### src/hw/rtl/vcpm_pkg.sv
// shared types, codes and reset values for the velocity command priority mux
package vcpm_pkg;

    // configuration port
    localparam int ADDR_W = 5;
    localparam int DATA_W = 32;

    // register indexes, taken from paddr[4:2]
    localparam logic [2:0] REG_PLANNER_TIMEOUT = 3'd0;
    localparam logic [2:0] REG_NAV_TIMEOUT     = 3'd1;
    localparam logic [2:0] REG_HEARTBEAT_LIMIT = 3'd2;
    localparam logic [2:0] REG_PUBLISH_PERIOD  = 3'd3;
    localparam logic [2:0] REG_MAX_SPEED       = 3'd4;
    localparam logic [2:0] REG_MAX_TURN        = 3'd5;
    localparam logic [2:0] REG_ALLOW_REVERSE   = 3'd6;

    // register reset values
    localparam logic [15:0] RST_PLANNER_TIMEOUT = 16'd500;
    localparam logic [15:0] RST_NAV_TIMEOUT     = 16'd600;
    localparam logic [15:0] RST_HEARTBEAT_LIMIT = 16'd1500;
    localparam logic [9:0]  RST_PUBLISH_PERIOD  = 10'd33;
    localparam logic [14:0] RST_MAX_SPEED       = 15'd600;
    localparam logic [14:0] RST_MAX_TURN        = 15'd1200;
    localparam logic        RST_ALLOW_REVERSE   = 1'b0;

    // item actions
    localparam logic [1:0] ACT_TICK    = 2'd0;
    localparam logic [1:0] ACT_PLANNER = 2'd1;
    localparam logic [1:0] ACT_NAV     = 2'd2;
    localparam logic [1:0] ACT_SAFETY  = 2'd3;

    // result sources
    localparam logic [2:0] SRC_STOP           = 3'd0;
    localparam logic [2:0] SRC_HEARTBEAT_LOST = 3'd1;
    localparam logic [2:0] SRC_NAV            = 3'd2;
    localparam logic [2:0] SRC_PLANNER        = 3'd3;
    localparam logic [2:0] SRC_INPUT_TIMEOUT  = 3'd4;
    localparam logic [2:0] SRC_NONE           = 3'd5;

    localparam logic [15:0] AGE_MAX = 16'hFFFF;

    // queue depths
    localparam int EVQ_DEPTH_DEF  = 2;
    localparam int RESQ_DEPTH_DEF = 2;

    typedef struct packed {
        logic [15:0] planner_timeout;
        logic [15:0] nav_timeout;
        logic [15:0] heartbeat_limit;
        logic [9:0]  publish_period;
        logic [14:0] max_speed;
        logic [14:0] max_turn;
        logic        allow_reverse;
    } cfg_t;

    // classified item from the front end
    typedef struct packed {
        logic [1:0]         action;
        logic signed [15:0] speed;
        logic signed [15:0] rate;
        logic               valid;
        logic               stop;
    } event_t;

    typedef struct packed {
        logic signed [15:0] speed;
        logic signed [15:0] rate;
        logic [2:0]         source;
        logic               changed;
    } result_t;

endpackage

### src/hw/rtl/vcpm_fifo.sv
// small flop based first-in first-out queue
module vcpm_fifo #(
    parameter int WIDTH = 36,
    parameter int DEPTH = 2
) (
    input  logic             clk,
    input  logic             rst_n,
    input  logic             push,
    input  logic [WIDTH-1:0] wr_data,
    output logic             full,
    input  logic             pop,
    output logic [WIDTH-1:0] rd_data,
    output logic             empty
);

    localparam int PTR_W = (DEPTH > 1) ? $clog2(DEPTH) : 1;
    localparam int CNT_W = $clog2(DEPTH + 1);

    logic [WIDTH-1:0] mem_reg [DEPTH];
    logic [PTR_W-1:0] wr_ptr_reg, wr_ptr_next;
    logic [PTR_W-1:0] rd_ptr_reg, rd_ptr_next;
    logic [CNT_W-1:0] count_reg, count_next;
    logic             do_push;
    logic             do_pop;

    assign full    = (count_reg == CNT_W'(DEPTH));
    assign empty   = (count_reg == '0);
    assign do_push = push && !full;
    assign do_pop  = pop && !empty;
    assign rd_data = mem_reg[rd_ptr_reg];

    always_comb
    begin
        wr_ptr_next = wr_ptr_reg;
        rd_ptr_next = rd_ptr_reg;
        count_next  = count_reg;
        if (do_push)
        begin
            wr_ptr_next = (wr_ptr_reg == PTR_W'(DEPTH - 1)) ? '0 : wr_ptr_reg + 1'b1;
        end
        if (do_pop)
        begin
            rd_ptr_next = (rd_ptr_reg == PTR_W'(DEPTH - 1)) ? '0 : rd_ptr_reg + 1'b1;
        end
        if (do_push && !do_pop)
        begin
            count_next = count_reg + 1'b1;
        end
        else if (do_pop && !do_push)
        begin
            count_next = count_reg - 1'b1;
        end
    end

    always_ff @(posedge clk or negedge rst_n)
    begin
        if (!rst_n)
        begin
            wr_ptr_reg <= '0;
            rd_ptr_reg <= '0;
            count_reg  <= '0;
        end
        else
        begin
            wr_ptr_reg <= wr_ptr_next;
            rd_ptr_reg <= rd_ptr_next;
            count_reg  <= count_next;
        end
    end

    always_ff @(posedge clk)
    begin
        if (do_push)
        begin
            mem_reg[wr_ptr_reg] <= wr_data;
        end
    end

endmodule

### src/hw/rtl/vcpm_regs.sv
// configuration register file behind the apb-style port
module vcpm_regs import vcpm_pkg::*; (
    input  logic              clk,
    input  logic              rst_n,
    input  logic              psel,
    input  logic              penable,
    input  logic              pwrite,
    input  logic [ADDR_W-1:0] paddr,
    input  logic [DATA_W-1:0] pwdata,
    output logic [DATA_W-1:0] prdata,
    output logic              pready,
    output cfg_t              cfg
);

    cfg_t       cfg_reg, cfg_next;
    logic [2:0] idx;
    logic       wr_en;

    assign pready = 1'b1;
    assign idx    = paddr[ADDR_W-1:2];
    assign wr_en  = psel && penable && pwrite;
    assign cfg    = cfg_reg;

    always_comb
    begin
        cfg_next = cfg_reg;
        if (wr_en)
        begin
            case (idx)
                REG_PLANNER_TIMEOUT: cfg_next.planner_timeout = pwdata[15:0];
                REG_NAV_TIMEOUT:     cfg_next.nav_timeout     = pwdata[15:0];
                REG_HEARTBEAT_LIMIT: cfg_next.heartbeat_limit = pwdata[15:0];
                REG_PUBLISH_PERIOD:  cfg_next.publish_period  = pwdata[9:0];
                REG_MAX_SPEED:       cfg_next.max_speed       = pwdata[14:0];
                REG_MAX_TURN:        cfg_next.max_turn        = pwdata[14:0];
                REG_ALLOW_REVERSE:   cfg_next.allow_reverse   = pwdata[0];
                default:             cfg_next = cfg_reg;
            endcase
        end
    end

    always_comb
    begin
        case (idx)
            REG_PLANNER_TIMEOUT: prdata = {16'd0, cfg_reg.planner_timeout};
            REG_NAV_TIMEOUT:     prdata = {16'd0, cfg_reg.nav_timeout};
            REG_HEARTBEAT_LIMIT: prdata = {16'd0, cfg_reg.heartbeat_limit};
            REG_PUBLISH_PERIOD:  prdata = {22'd0, cfg_reg.publish_period};
            REG_MAX_SPEED:       prdata = {17'd0, cfg_reg.max_speed};
            REG_MAX_TURN:        prdata = {17'd0, cfg_reg.max_turn};
            REG_ALLOW_REVERSE:   prdata = {31'd0, cfg_reg.allow_reverse};
            default:             prdata = '0;
        endcase
    end

    always_ff @(posedge clk or negedge rst_n)
    begin
        if (!rst_n)
        begin
            cfg_reg.planner_timeout <= RST_PLANNER_TIMEOUT;
            cfg_reg.nav_timeout     <= RST_NAV_TIMEOUT;
            cfg_reg.heartbeat_limit <= RST_HEARTBEAT_LIMIT;
            cfg_reg.publish_period  <= RST_PUBLISH_PERIOD;
            cfg_reg.max_speed       <= RST_MAX_SPEED;
            cfg_reg.max_turn        <= RST_MAX_TURN;
            cfg_reg.allow_reverse   <= RST_ALLOW_REVERSE;
        end
        else
        begin
            cfg_reg <= cfg_next;
        end
    end

endmodule

### src/hw/rtl/vcpm_front.sv
// front end: sanitises, clamps and classifies each incoming item
module vcpm_front import vcpm_pkg::*; (
    input  cfg_t               cfg,
    input  logic [1:0]         action,
    input  logic signed [15:0] linear_speed,
    input  logic signed [15:0] turn_rate,
    input  logic               not_finite,
    input  logic               stop_request,
    output event_t             ev
);

    // symmetric clamp, a zero limit leaves the value alone
    function automatic logic signed [15:0] clamp_sym(
        input logic signed [15:0] v,
        input logic [14:0]        lim
    );
        logic signed [16:0] v_x;
        logic signed [16:0] pos_l;
        logic signed [16:0] neg_l;
        logic signed [15:0] r;
        v_x   = {v[15], v};
        pos_l = {2'b00, lim};
        neg_l = -pos_l;
        r     = v;
        if (lim != '0)
        begin
            if (v_x > pos_l)
            begin
                r = pos_l[15:0];
            end
            else if (v_x < neg_l)
            begin
                r = neg_l[15:0];
            end
        end
        return r;
    endfunction

    logic signed [15:0] speed_c;
    logic signed [15:0] rate_c;

    always_comb
    begin
        if (not_finite)
        begin
            speed_c = '0;
            rate_c  = '0;
        end
        else
        begin
            speed_c = clamp_sym(linear_speed, cfg.max_speed);
            rate_c  = clamp_sym(turn_rate, cfg.max_turn);
        end
        // planner reverse blocked unless allowed
        if (action == ACT_PLANNER && !cfg.allow_reverse && speed_c[15])
        begin
            speed_c = '0;
        end
        ev.action = action;
        ev.speed  = speed_c;
        ev.rate   = rate_c;
        ev.valid  = !not_finite;
        ev.stop   = stop_request;
    end

endmodule

### src/hw/rtl/vcpm_back.sv
// back end: source state, age counters, publish timer and priority choice
module vcpm_back import vcpm_pkg::*; (
    input  logic    clk,
    input  logic    rst_n,
    input  cfg_t    cfg,
    input  event_t  ev,
    input  logic    ev_avail,
    output logic    ev_pop,
    input  logic    res_full,
    output logic    res_push,
    output result_t res
);

    logic signed [15:0] planner_speed_reg, planner_speed_next;
    logic signed [15:0] planner_rate_reg, planner_rate_next;
    logic signed [15:0] nav_speed_reg, nav_speed_next;
    logic signed [15:0] nav_rate_reg, nav_rate_next;
    logic [15:0]        planner_age_reg, planner_age_next;
    logic [15:0]        nav_age_reg, nav_age_next;
    logic [15:0]        safety_age_reg, safety_age_next;
    logic               planner_valid_reg, planner_valid_next;
    logic               nav_valid_reg, nav_valid_next;
    logic               safety_seen_reg, safety_seen_next;
    logic               stop_latched_reg, stop_latched_next;
    logic [9:0]         period_count_reg, period_count_next;
    logic [2:0]         last_source_reg, last_source_next;

    logic [15:0]        planner_age_inc;
    logic [15:0]        nav_age_inc;
    logic [15:0]        safety_age_inc;
    logic [9:0]         period_inc;
    logic               heartbeat_ok;
    logic               emit;
    logic [2:0]         emit_src;
    logic signed [15:0] emit_speed;
    logic signed [15:0] emit_rate;

    // one classified item per cycle whenever the result queue has room
    assign ev_pop = ev_avail && !res_full;

    assign planner_age_inc = (planner_age_reg == AGE_MAX) ? AGE_MAX : planner_age_reg + 16'd1;
    assign nav_age_inc     = (nav_age_reg == AGE_MAX) ? AGE_MAX : nav_age_reg + 16'd1;
    assign safety_age_inc  = (safety_age_reg == AGE_MAX) ? AGE_MAX : safety_age_reg + 16'd1;
    assign period_inc      = period_count_reg + 10'd1;

    assign heartbeat_ok = safety_seen_reg &&
        (cfg.heartbeat_limit == '0 || safety_age_inc <= cfg.heartbeat_limit);

    always_comb
    begin
        planner_speed_next = planner_speed_reg;
        planner_rate_next  = planner_rate_reg;
        nav_speed_next     = nav_speed_reg;
        nav_rate_next      = nav_rate_reg;
        planner_age_next   = planner_age_reg;
        nav_age_next       = nav_age_reg;
        safety_age_next    = safety_age_reg;
        planner_valid_next = planner_valid_reg;
        nav_valid_next     = nav_valid_reg;
        safety_seen_next   = safety_seen_reg;
        stop_latched_next  = stop_latched_reg;
        period_count_next  = period_count_reg;
        emit       = 1'b0;
        emit_src   = SRC_INPUT_TIMEOUT;
        emit_speed = '0;
        emit_rate  = '0;
        if (ev_pop)
        begin
            case (ev.action)
                ACT_TICK:
                begin
                    planner_age_next = planner_age_inc;
                    nav_age_next     = nav_age_inc;
                    safety_age_next  = safety_age_inc;
                    if (period_inc == '0 || period_inc >= cfg.publish_period)
                    begin
                        period_count_next = '0;
                        emit = 1'b1;
                        // priority on the ages after this tick
                        if (stop_latched_reg)
                        begin
                            emit_src = SRC_STOP;
                        end
                        else if (!heartbeat_ok)
                        begin
                            emit_src = SRC_HEARTBEAT_LOST;
                        end
                        else if (nav_valid_reg && nav_age_inc <= cfg.nav_timeout)
                        begin
                            emit_src   = SRC_NAV;
                            emit_speed = nav_speed_reg;
                            emit_rate  = nav_rate_reg;
                        end
                        else if (planner_valid_reg && planner_age_inc <= cfg.planner_timeout)
                        begin
                            emit_src   = SRC_PLANNER;
                            emit_speed = planner_speed_reg;
                            emit_rate  = planner_rate_reg;
                        end
                        else
                        begin
                            emit_src = SRC_INPUT_TIMEOUT;
                        end
                    end
                    else
                    begin
                        period_count_next = period_inc;
                    end
                end
                ACT_PLANNER:
                begin
                    planner_speed_next = ev.speed;
                    planner_rate_next  = ev.rate;
                    planner_age_next   = '0;
                    planner_valid_next = ev.valid;
                end
                ACT_NAV:
                begin
                    nav_speed_next = ev.speed;
                    nav_rate_next  = ev.rate;
                    nav_age_next   = '0;
                    nav_valid_next = ev.valid;
                end
                default:
                begin
                    stop_latched_next = ev.stop;
                    safety_age_next   = '0;
                    safety_seen_next  = 1'b1;
                    if (ev.stop)
                    begin
                        emit     = 1'b1;
                        emit_src = SRC_STOP;
                    end
                end
            endcase
        end
        last_source_next = emit ? emit_src : last_source_reg;
    end

    assign res_push    = emit;
    assign res.speed   = emit_speed;
    assign res.rate    = emit_rate;
    assign res.source  = emit_src;
    assign res.changed = (emit_src != last_source_reg);

    always_ff @(posedge clk or negedge rst_n)
    begin
        if (!rst_n)
        begin
            planner_speed_reg <= '0;
            planner_rate_reg  <= '0;
            nav_speed_reg     <= '0;
            nav_rate_reg      <= '0;
            planner_age_reg   <= AGE_MAX;
            nav_age_reg       <= AGE_MAX;
            safety_age_reg    <= AGE_MAX;
            planner_valid_reg <= 1'b0;
            nav_valid_reg     <= 1'b0;
            safety_seen_reg   <= 1'b0;
            stop_latched_reg  <= 1'b0;
            period_count_reg  <= '0;
            last_source_reg   <= SRC_NONE;
        end
        else
        begin
            planner_speed_reg <= planner_speed_next;
            planner_rate_reg  <= planner_rate_next;
            nav_speed_reg     <= nav_speed_next;
            nav_rate_reg      <= nav_rate_next;
            planner_age_reg   <= planner_age_next;
            nav_age_reg       <= nav_age_next;
            safety_age_reg    <= safety_age_next;
            planner_valid_reg <= planner_valid_next;
            nav_valid_reg     <= nav_valid_next;
            safety_seen_reg   <= safety_seen_next;
            stop_latched_reg  <= stop_latched_next;
            period_count_reg  <= period_count_next;
            last_source_reg   <= last_source_next;
        end
    end

endmodule

### src/hw/rtl/velocity_command_priority_mux_unit.sv
// top level of the velocity command priority mux
// data path: an accepted item is stored in the event queue, whose head the back end
// reads; its result, if any, goes into the result queue, whose head drives the ports
// throughput: one item per cycle, bounded by the single back end state update per cycle
// and by room in the two-entry result queue when the consumer stalls
// reset: asynchronous active low; both queues empty, registers at their defaults,
// ages saturated and no previous source; no clearing pass, items are taken at once
module velocity_command_priority_mux_unit import vcpm_pkg::*; #(
    parameter int EVQ_DEPTH  = EVQ_DEPTH_DEF,
    parameter int RESQ_DEPTH = RESQ_DEPTH_DEF
) (
    input  logic               clk,
    input  logic               rst_n,
    // item input, queue style
    input  logic               push,
    output logic               full,
    input  logic [1:0]         action,
    input  logic signed [15:0] linear_speed,
    input  logic signed [15:0] turn_rate,
    input  logic               not_finite,
    input  logic               stop_request,
    // result output, queue style
    output logic               empty,
    input  logic               pop,
    output logic signed [15:0] out_linear_speed,
    output logic signed [15:0] out_turn_rate,
    output logic [2:0]         source,
    output logic               source_changed,
    // configuration port
    input  logic               psel,
    input  logic               penable,
    input  logic               pwrite,
    input  logic [ADDR_W-1:0]  paddr,
    input  logic [DATA_W-1:0]  pwdata,
    output logic [DATA_W-1:0]  prdata,
    output logic               pready
);

    cfg_t    cfg;
    event_t  ev_in;
    event_t  ev_head;
    result_t res_in;
    result_t res_head;
    logic    ev_empty;
    logic    ev_pop;
    logic    res_full;
    logic    res_push;

    // register file; the user must write it only while the block is idle, the block does not enforce this
    vcpm_regs u_regs (
        .clk     (clk),
        .rst_n   (rst_n),
        .psel    (psel),
        .penable (penable),
        .pwrite  (pwrite),
        .paddr   (paddr),
        .pwdata  (pwdata),
        .prdata  (prdata),
        .pready  (pready),
        .cfg     (cfg)
    );

    // front end: non-finite zeroing, symmetric clamps, planner reverse block
    vcpm_front u_front (
        .cfg          (cfg),
        .action       (action),
        .linear_speed (linear_speed),
        .turn_rate    (turn_rate),
        .not_finite   (not_finite),
        .stop_request (stop_request),
        .ev           (ev_in)
    );

    // event queue between front and back; full is the input back-pressure
    vcpm_fifo #(
        .WIDTH ($bits(event_t)),
        .DEPTH (EVQ_DEPTH)
    ) u_evq (
        .clk     (clk),
        .rst_n   (rst_n),
        .push    (push),
        .wr_data (ev_in),
        .full    (full),
        .pop     (ev_pop),
        .rd_data (ev_head),
        .empty   (ev_empty)
    );

    // back end: state update and priority choice, at most one result per item
    vcpm_back u_back (
        .clk      (clk),
        .rst_n    (rst_n),
        .cfg      (cfg),
        .ev       (ev_head),
        .ev_avail (!ev_empty),
        .ev_pop   (ev_pop),
        .res_full (res_full),
        .res_push (res_push),
        .res      (res_in)
    );

    // result queue; its head drives the result ports directly
    vcpm_fifo #(
        .WIDTH ($bits(result_t)),
        .DEPTH (RESQ_DEPTH)
    ) u_resq (
        .clk     (clk),
        .rst_n   (rst_n),
        .push    (res_push),
        .wr_data (res_in),
        .full    (res_full),
        .pop     (pop),
        .rd_data (res_head),
        .empty   (empty)
    );

    assign out_linear_speed = res_head.speed;
    assign out_turn_rate    = res_head.rate;
    assign source           = res_head.source;
    assign source_changed   = res_head.changed;

endmodule

### config.mk
export PLATFORM = sky130hd
export DESIGN_NAME = velocity_command_priority_mux_unit
export DESIGN_NICKNAME = d
export VERILOG_FILES = /design/src/hw/rtl/vcpm_pkg.sv /design/src/hw/rtl/vcpm_fifo.sv /design/src/hw/rtl/vcpm_regs.sv /design/src/hw/rtl/vcpm_front.sv /design/src/hw/rtl/vcpm_back.sv /design/src/hw/rtl/velocity_command_priority_mux_unit.sv
export SDC_FILE = /design/constraint.sdc
export NUM_CORES = 1
export LEC_CHECK = 0
export ABC_AREA = 1
export BUFFER_PORTS_ARGS = -buffer_cell sky130_fd_sc_hd__buf_2
export CAP_MARGIN = 20
export CORE_UTILIZATION = 61
export CTS_BUF_LIST = sky130_fd_sc_hd__clkbuf_8 sky130_fd_sc_hd__clkbuf_16
export DETAILED_ROUTE_END_ITERATION = 6
export GPL_ROUTABILITY_DRIVEN = 1
export HOLD_SLACK_MARGIN = 0.02
export PLACE_DENSITY = 0.77
export SYNTH_ARGS = -nofsm -noshare
export SYNTH_HDL_FRONTEND = slang
export SYNTH_SLANG_ARGS = --single-unit
### constraint.sdc
create_clock -name clk -period 4.7 [get_ports clk]
set_clock_uncertainty 0.15 [all_clocks]
set_input_delay 0.235 -clock clk [delete_from_list [all_inputs] [get_ports clk]]
set_output_delay 0.235 -clock clk [all_outputs]
set_load 0.005 [all_outputs]
After elaboration in Yosys (flattened, before gate mapping)
Memory sizes are Yosys's and may differ from the RTL's.
Index checks and enable logic that the tools add are counted.
- logic and storage cells: 178
- bits in writable memories: 144
- register bits: 226
- output and inout port bits: 71
- memories: 2
- memories (memory ; depth ; width ; read ports ; clocked after Yosys merged registers in ; wr ports ; line ; text):
    u_evq.mem_reg ; 2 ; 36 ; 1 ; 0 ; 1 ; vcpm_fifo.sv:19 ; logic [WIDTH-1:0] mem_reg [DEPTH];
    u_resq.mem_reg ; 2 ; 36 ; 1 ; 0 ; 1 ; vcpm_fifo.sv:19 ;
- reductions and logical operators: 56
- order comparisons: 8
- multiplexer cells: 55
- add/sub/neg operators: 14
- bitwise logic cells: 2
- equality and inequality tests: 15
- operator list (cell ; number):
    $mux 16 ; 26
    $pmux 16 s7 ; 1
    $pmux 16 s2 ; 3
    $add 16x1->16 const B ; 3
    $eq 16x16->1 const B ; 3
    $le 16x16->1 ; 3
    $lt 16x17->1 ; 2
    $neg 15->17 ; 2
    $gt 16x16->1 ; 2
    $reduce_bool 15->1 ; 2
    $reduce_and 2->1 ; 14
    $mux 3 ; 7
    $logic_and 1x1->1 ; 16
    $logic_not 16->1 ; 1
    $mux 1 ; 11
    $add 10x1->10 const B ; 1
    $ge 10x10->1 ; 1
    $logic_not 1->1 ; 10
    $logic_not 10->1 ; 1
    $mux 10 ; 1
    $eq 3x3->1 const B ; 3
    $mux 2 ; 4
    $reduce_bool 2->1 ; 4
    $eq 2x2->1 const B ; 3
    15 further kinds ; 26

Longest topological paths before layout
- depth after elaboration: 12
- mapped depth: 27
- mapped depth without buffers: 27

Hierarchy
A second synthesis with hierarchy kept.
- cells, all modules: 2788
- area, all modules: 22366.5 um^2
- by module, submodules not included (module ; area an instance (um^2) ; cells an instance ; instances ; seq. area each (um^2)):
    vcpm_back ; 8520.7 ; 1132 ; 1 ; 3290.7
    vcpm_fifo ; 2846.5 ; 219 ; 2 ; 2262.2
    vcpm_regs ; 4764.6 ; 595 ; 1 ; 2260.9
    vcpm_front ; 3384.5 ; 622 ; 1 ; 0.0
    velocity_command_priority_mux_unit ; 3.8 ; 1 ; 1 ; 0.0

Worst setup path after synthesis
OpenSTA, ideal clock, no wires.
- path type: flip-flop to flip-flop
- start point: register u_back.period_count_reg[0]
- end point: memory u_resq.mem_reg[0][0], enable pin
- path buffers: 0
- setup slack: 0.594 ns
- cell stages (with the launch flop): 16
- clock period less this slack: 4.106 ns
- library setup time: 0.429 ns
- arrival: 3.527 ns
- path through: dfrtp_1 -> ha_1 -> nand3_1 -> xor2_1 -> inv_1 -> ha_1 -> nand2_1 -> o21ai_0 -> nand2_1 -> nand3_1 -> nor2_1 -> nand2_1 -> nand2_1 -> nand2_1 -> nand2_1 -> nor2_1
- word-level cells in the longest chain between the ends: 9
- elaborated cells on any way between the ends: 10
- those cells by class: add/sub: 1; order compare: 1; mux: 5; reduce/logical: 3
- ends and longest elaborated chain (item ; line ; text):
    from (decl) ; vcpm_back.sv:25 ; logic [9:0] period_count_reg, period_count_next;
    from (signal assigned) ; vcpm_back.sv:177 ; period_count_reg <= period_count_next;
    $add 10x1->10 * ; vcpm_back.sv:44 ; assign period_inc = period_count_reg + 10'd1;
    $ge 10x10->1 or $logic_not 10->1 (tied branches) ; vcpm_back.sv:75 ; if (period_inc == '0 || period_inc >= cfg.publish_period)
    $logic_or 1x1->1 * ; vcpm_back.sv:75 ;
    $mux 1 * ; vcpm_back.sv:75 ;
    $pmux 1 s2 * ; vcpm_back.sv:69 ; case (ev.action)
    $mux 1 * ; vcpm_back.sv:67 ; if (ev_pop)
    $logic_and 1x1->1 * ; vcpm_fifo.sv:28 ; assign do_push = push && !full;
    $mux 1 * ; vcpm_fifo.sv:73 ; if (do_push)
    $mux 1 (not written as such) * ; vcpm_fifo.sv:75 ; mem_reg[wr_ptr_reg] <= wr_data;
    to (decl) ; vcpm_fifo.sv:19 ;
Every way passes the cells marked *; elsewhere a longest branch is shown, timed or not.

==> flow_summary.rst <==
.. list-table::
   :header-rows: 1

   * - Metric
     - Value
   * - Power per unit of standard cell area
     - between 500 and 600 nW/µm²
   * - Number of warnings reported in the yosys synthesis log
     - 0
   * - Worst Setup EP
     - u_evq.mem_reg[1][30]$_DFFE_PP_
   * - Number of max-slew violations in the final report
     - 0
   * - Initial drt markers
     - 1359
   * - Port Buf Inserts
     - 115
   * - Pin count of the biggest net entering global routing
     - 132
   * - VDD IR max
     - 313 µV
   * - Worst hold margin
     - between 50 and 60 ps
   * - Clock latency at the later pin of the worst-skew pair
     - around 540 ps
   * - Clock sink count
     - between 300 and 400
   * - Number of setup violations in the final report
     - 0
   * - Tightest Pin Transition
     - 1050 ps
   * - Routability congestion estimate
     - 0.970
   * - Highest fanout seen on the critical path
     - 12
   * - Total CTS buffers
     - 40
   * - Via/cell ratio
     - 5.64
   * - Overall die area
     - 35600 µm²
   * - Crit path capture type
     - flop
   * - Data arrival, critical path
     - 4450 ps
   * - Area Growth Syn to Fin
     - 12.1%
   * - FF+latch count, synth
     - 370
   * - Post-synthesis cell area
     - 21300 µm²
   * - Ratio of cells with drive above 1 in the final layout
     - 0.143
   * - Data required time of the critical path
     - between 4000 and 5000 ps
   * - Min cycle time layout
     - 4300 ps
   * - Via count of the first global-routing pass
     - 16712
   * - WL final
     - around 54000 µm
   * - Origin of the worst setup path
     - u_regs.cfg[17]$_DFFE_PN0P_
   * - Slowest cell on the critical path
     - sky130_fd_sc_hd__dfrtp_1
   * - Most common library cell in the layout ignoring fill and taps
     - sky130_fd_sc_hd__nand2_1
   * - Hold WC Path Type
     - primary input to flop
   * - Antenna violations before repair
     - 0
   * - I/O pin count
     - 151
   * - Largest incremental delay on the critical path
     - ~400 ps
   * - Hold Fails Final Rpt
     - 0
   * - Static leakage
     - 11.4 nW
   * - Most used cell, CP
     - sky130_fd_sc_hd__nand2_1
   * - Clock slew at reported path FFs
     - 60 ps
   * - Routed WL per cell
     - 17.3 µm
   * - Critical path start-end classification
     - flop to flop
   * - NumNets Final
     - 2847
   * - Run status
     - finished clean
   * - Number of flip-flops under the largest register name
     - ~90
   * - Post-synthesis cell count
     - ~2500
   * - Launch instance of the worst register-to-register path
     - u_regs.cfg[17]$_DFFE_PN0P_
   * - Via count
     - roughly 18000
   * - Antenna-violating nets left
     - 0
   * - Number of buffers and inverters on the critical path
     - 5
   * - Proportion of synthesized chip area in sequential cells
     - 0.474
   * - Cell count along the critical path
     - 25
   * - Maxcap violations
     - 0
   * - Critical Path Start Type
     - flop
   * - Core Area
     - 34500 µm²
   * - Width of the chip
     - 189 µm
   * - Final global-route overflow total
     - 0
   * - First-pass GRT wire length
     - 86600 µm
   * - Floorplan die height
     - 189 µm
   * - Top achievable clock speed
     - 232 MHz
   * - Global Route Usage Sum
     - 0.307
   * - Worst slew margin relative to its limit
     - 0.297
   * - Synthesized area divided by synthesized cell count
     - around 8.5 µm²
   * - Commonest non-fill, non-tap cells in the layout
     - 681 x sky130_fd_sc_hd__nand2_1, 319 x sky130_fd_sc_hd__inv_1, 188 x sky130_fd_sc_hd__o21ai_0
   * - Min setup slack post-route
     - 395 ps
   * - Period utilization
     - 0.916
   * - Number of optimization iterations in the first detailed-route pass
     - 6
   * - Longest Clk Path Bufs
     - 3
   * - Reg2reg end
     - u_evq.mem_reg[1][30]$_DFFE_PP_
   * - CTS tree
     - built
   * - Initial Utilization
     - 0.617
   * - CTS root buf
     - sky130_fd_sc_hd__clkbuf_16
   * - Half-perimeter wire length after placement
     - 39900 µm
   * - H-tree depth
     - 2
   * - Depth of the worst register-to-register path
     - 25
   * - Flop2flop setup slack
     - around 400 ps
   * - Accumulated negative setup slack
     - 0 ps
   * - Residual DRC count
     - 0
   * - Count of buffers added by post-CTS timing repair for setup
     - 0
   * - Worst Setup Slack post-DPL
     - 287 ps
   * - Number of unique standard cell types used by synthesis
     - 53
   * - Largest delay share family, worst path
     - simple AND/OR/NAND/NOR gates
   * - Number of rows created at floorplan
     - 68
-- synth_stat cells (all sizes together) --
| cell | n | share of area |
|---|---|---|
| or2 | 4 | 0.0013 |
| nand2 | 685 | 0.12 |
| inv | 319 | 0.056 |
| xor2 | 52 | 0.021 |
| nor4 | 8 | 0.0029 |
| a21oi | 80 | 0.019 |
| o21a | 1 | 0.00035 |
| xnor2 | 2 | 0.00082 |
| nor2 | 188 | 0.039 |
| a21o | 5 | 0.0018 |
| o2111ai | 2 | 0.00082 |
| o31a | 1 | 0.00041 |
| mux2 | 33 | 0.017 |
| or3 | 1 | 0.00029 |
| o221ai | 13 | 0.0054 |
| o211ai | 2 | 0.00071 |
| nand3 | 133 | 0.032 |
| edfxtp | 144 | 0.20 |
| a221oi | 10 | 0.0041 |
| clkinv | 6 | 0.0014 |
| o22ai | 45 | 0.013 |
| nand4 | 39 | 0.012 |
| dfstp | 77 | 0.095 |
| ha | 134 | 0.079 |
| a22oi | 32 | 0.011 |
| a211oi | 1 | 0.00035 |
| buf | 27 | 0.0090 |
| o21bai | 1 | 0.00035 |
| nor3 | 35 | 0.0097 |
| clkbuf | 77 | 0.014 |
| o31ai | 1 | 0.00035 |
| o21ai | 192 | 0.045 |
| dfrtp | 149 | 0.18 |
| nand3b | 11 | 0.0039 |
| conb | 2 | 0.00035 |
-- area by class of cell --
type / instances / area [µm²]
repair buffers: 168 / 1060
clock buffers: 46 / 1080
well taps: 455 / 569
inverters: 325 / 1230
diodes: 1 / 2.50
flip-flops and latches: 370 / 10100
multi-input cells: 1728 / 9610
fillers: 2754 / 10600
clock inverters: 27 / 198
-- per-layer routing --
metal	wire length, µm	up-vias	global-route usage
met1	22800	8312	0.414
li1	-	8543	-
met4	1750	0	0.105
met2	25800	620	0.507
met3	3720	109	0.0471
met5	0	-	0
-- timing repair --
| action | 4_1_cts | 5_1_grt |
|---|---|---|
| hold endpoints to repair | 203 | 0 |
| endpoints found under the setup margin | 0 | 88 |
| resized for setup | 0 | 11 |
| hold buffers | 26 | 0 |
-- worst reg2reg max path, delay by kind of cell (launching register included) --
| kind | cells | cell delay (ps) |
|---|---|---|
| buf+inv | 5 | 870 |
| compound gates | 2 | 320 |
| flops | 1 | 400 |
| simple gates | 16 | 1730 |
| fa+ha+maj | 2 | 600 |
-- stage by stage --
step	utilization	power (mW)	instances	cell area, µm²
2_1_floorplan	-	7.83	2527	21300
3_3_place_gp	0.646	9.03	3020	22200
3_5_place_dp	0.646	9.22	3020	22200
4_1_cts	0.690	12.3	3119	23800
5_1_grt	0.692	13.1	3119	23800
6_report	0.692	12.3	3120	23800
-- where the power goes --
group / internal (mW) / switching (mW) / total [mW]
registers: 4.36 / 0.465 / 4.83
clock network: 1.76 / 1.26 / 3.03
logic: 1.53 / 2.91 / 4.43
-- cells by family (layout without fill, tap and decap cells) --
logic type / count (synthesis) / in the layout / share of synthesized area
other cells: 2 / 18 / 0.000353
fa+ha+maj: 134 / 134 / 0.0788
xor+xnor: 54 / 54 / 0.0222
compound gates: 386 / 386 / 0.103
simple gates: 1104 / 1104 / 0.224
buf+inv: 429 / 566 / 0.0803
mux: 33 / 33 / 0.0175
flops: 370 / 370 / 0.474
-- worst min path at each step --
| stage | start | endpoint | slack, ps | depth (start not counted) |
|---|---|---|---|---|
| finish | turn_rate[12] | u_evq.mem_reg[1][14]$_DFFE_PP_ | 50 | 3 |
| global route | turn_rate[14] | u_evq.mem_reg[0][16]$_DFFE_PP_ | 80 | 5 |
| CTS | turn_rate[12] | u_evq.mem_reg[1][14]$_DFFE_PP_ | 30 | 3 |
| detailed placement | rst_n | u_resq.rd_ptr_reg$_DFFE_PN0P_ | 260 | 1 |
| global placement | rst_n | u_resq.rd_ptr_reg$_DFFE_PN0P_ | 250 | 1 |
| floorplan | rst_n | u_back.last_source_reg[1]$_DFFE_PN0P_ | -210 | 0 |
(Power assumes the default switching activity.)
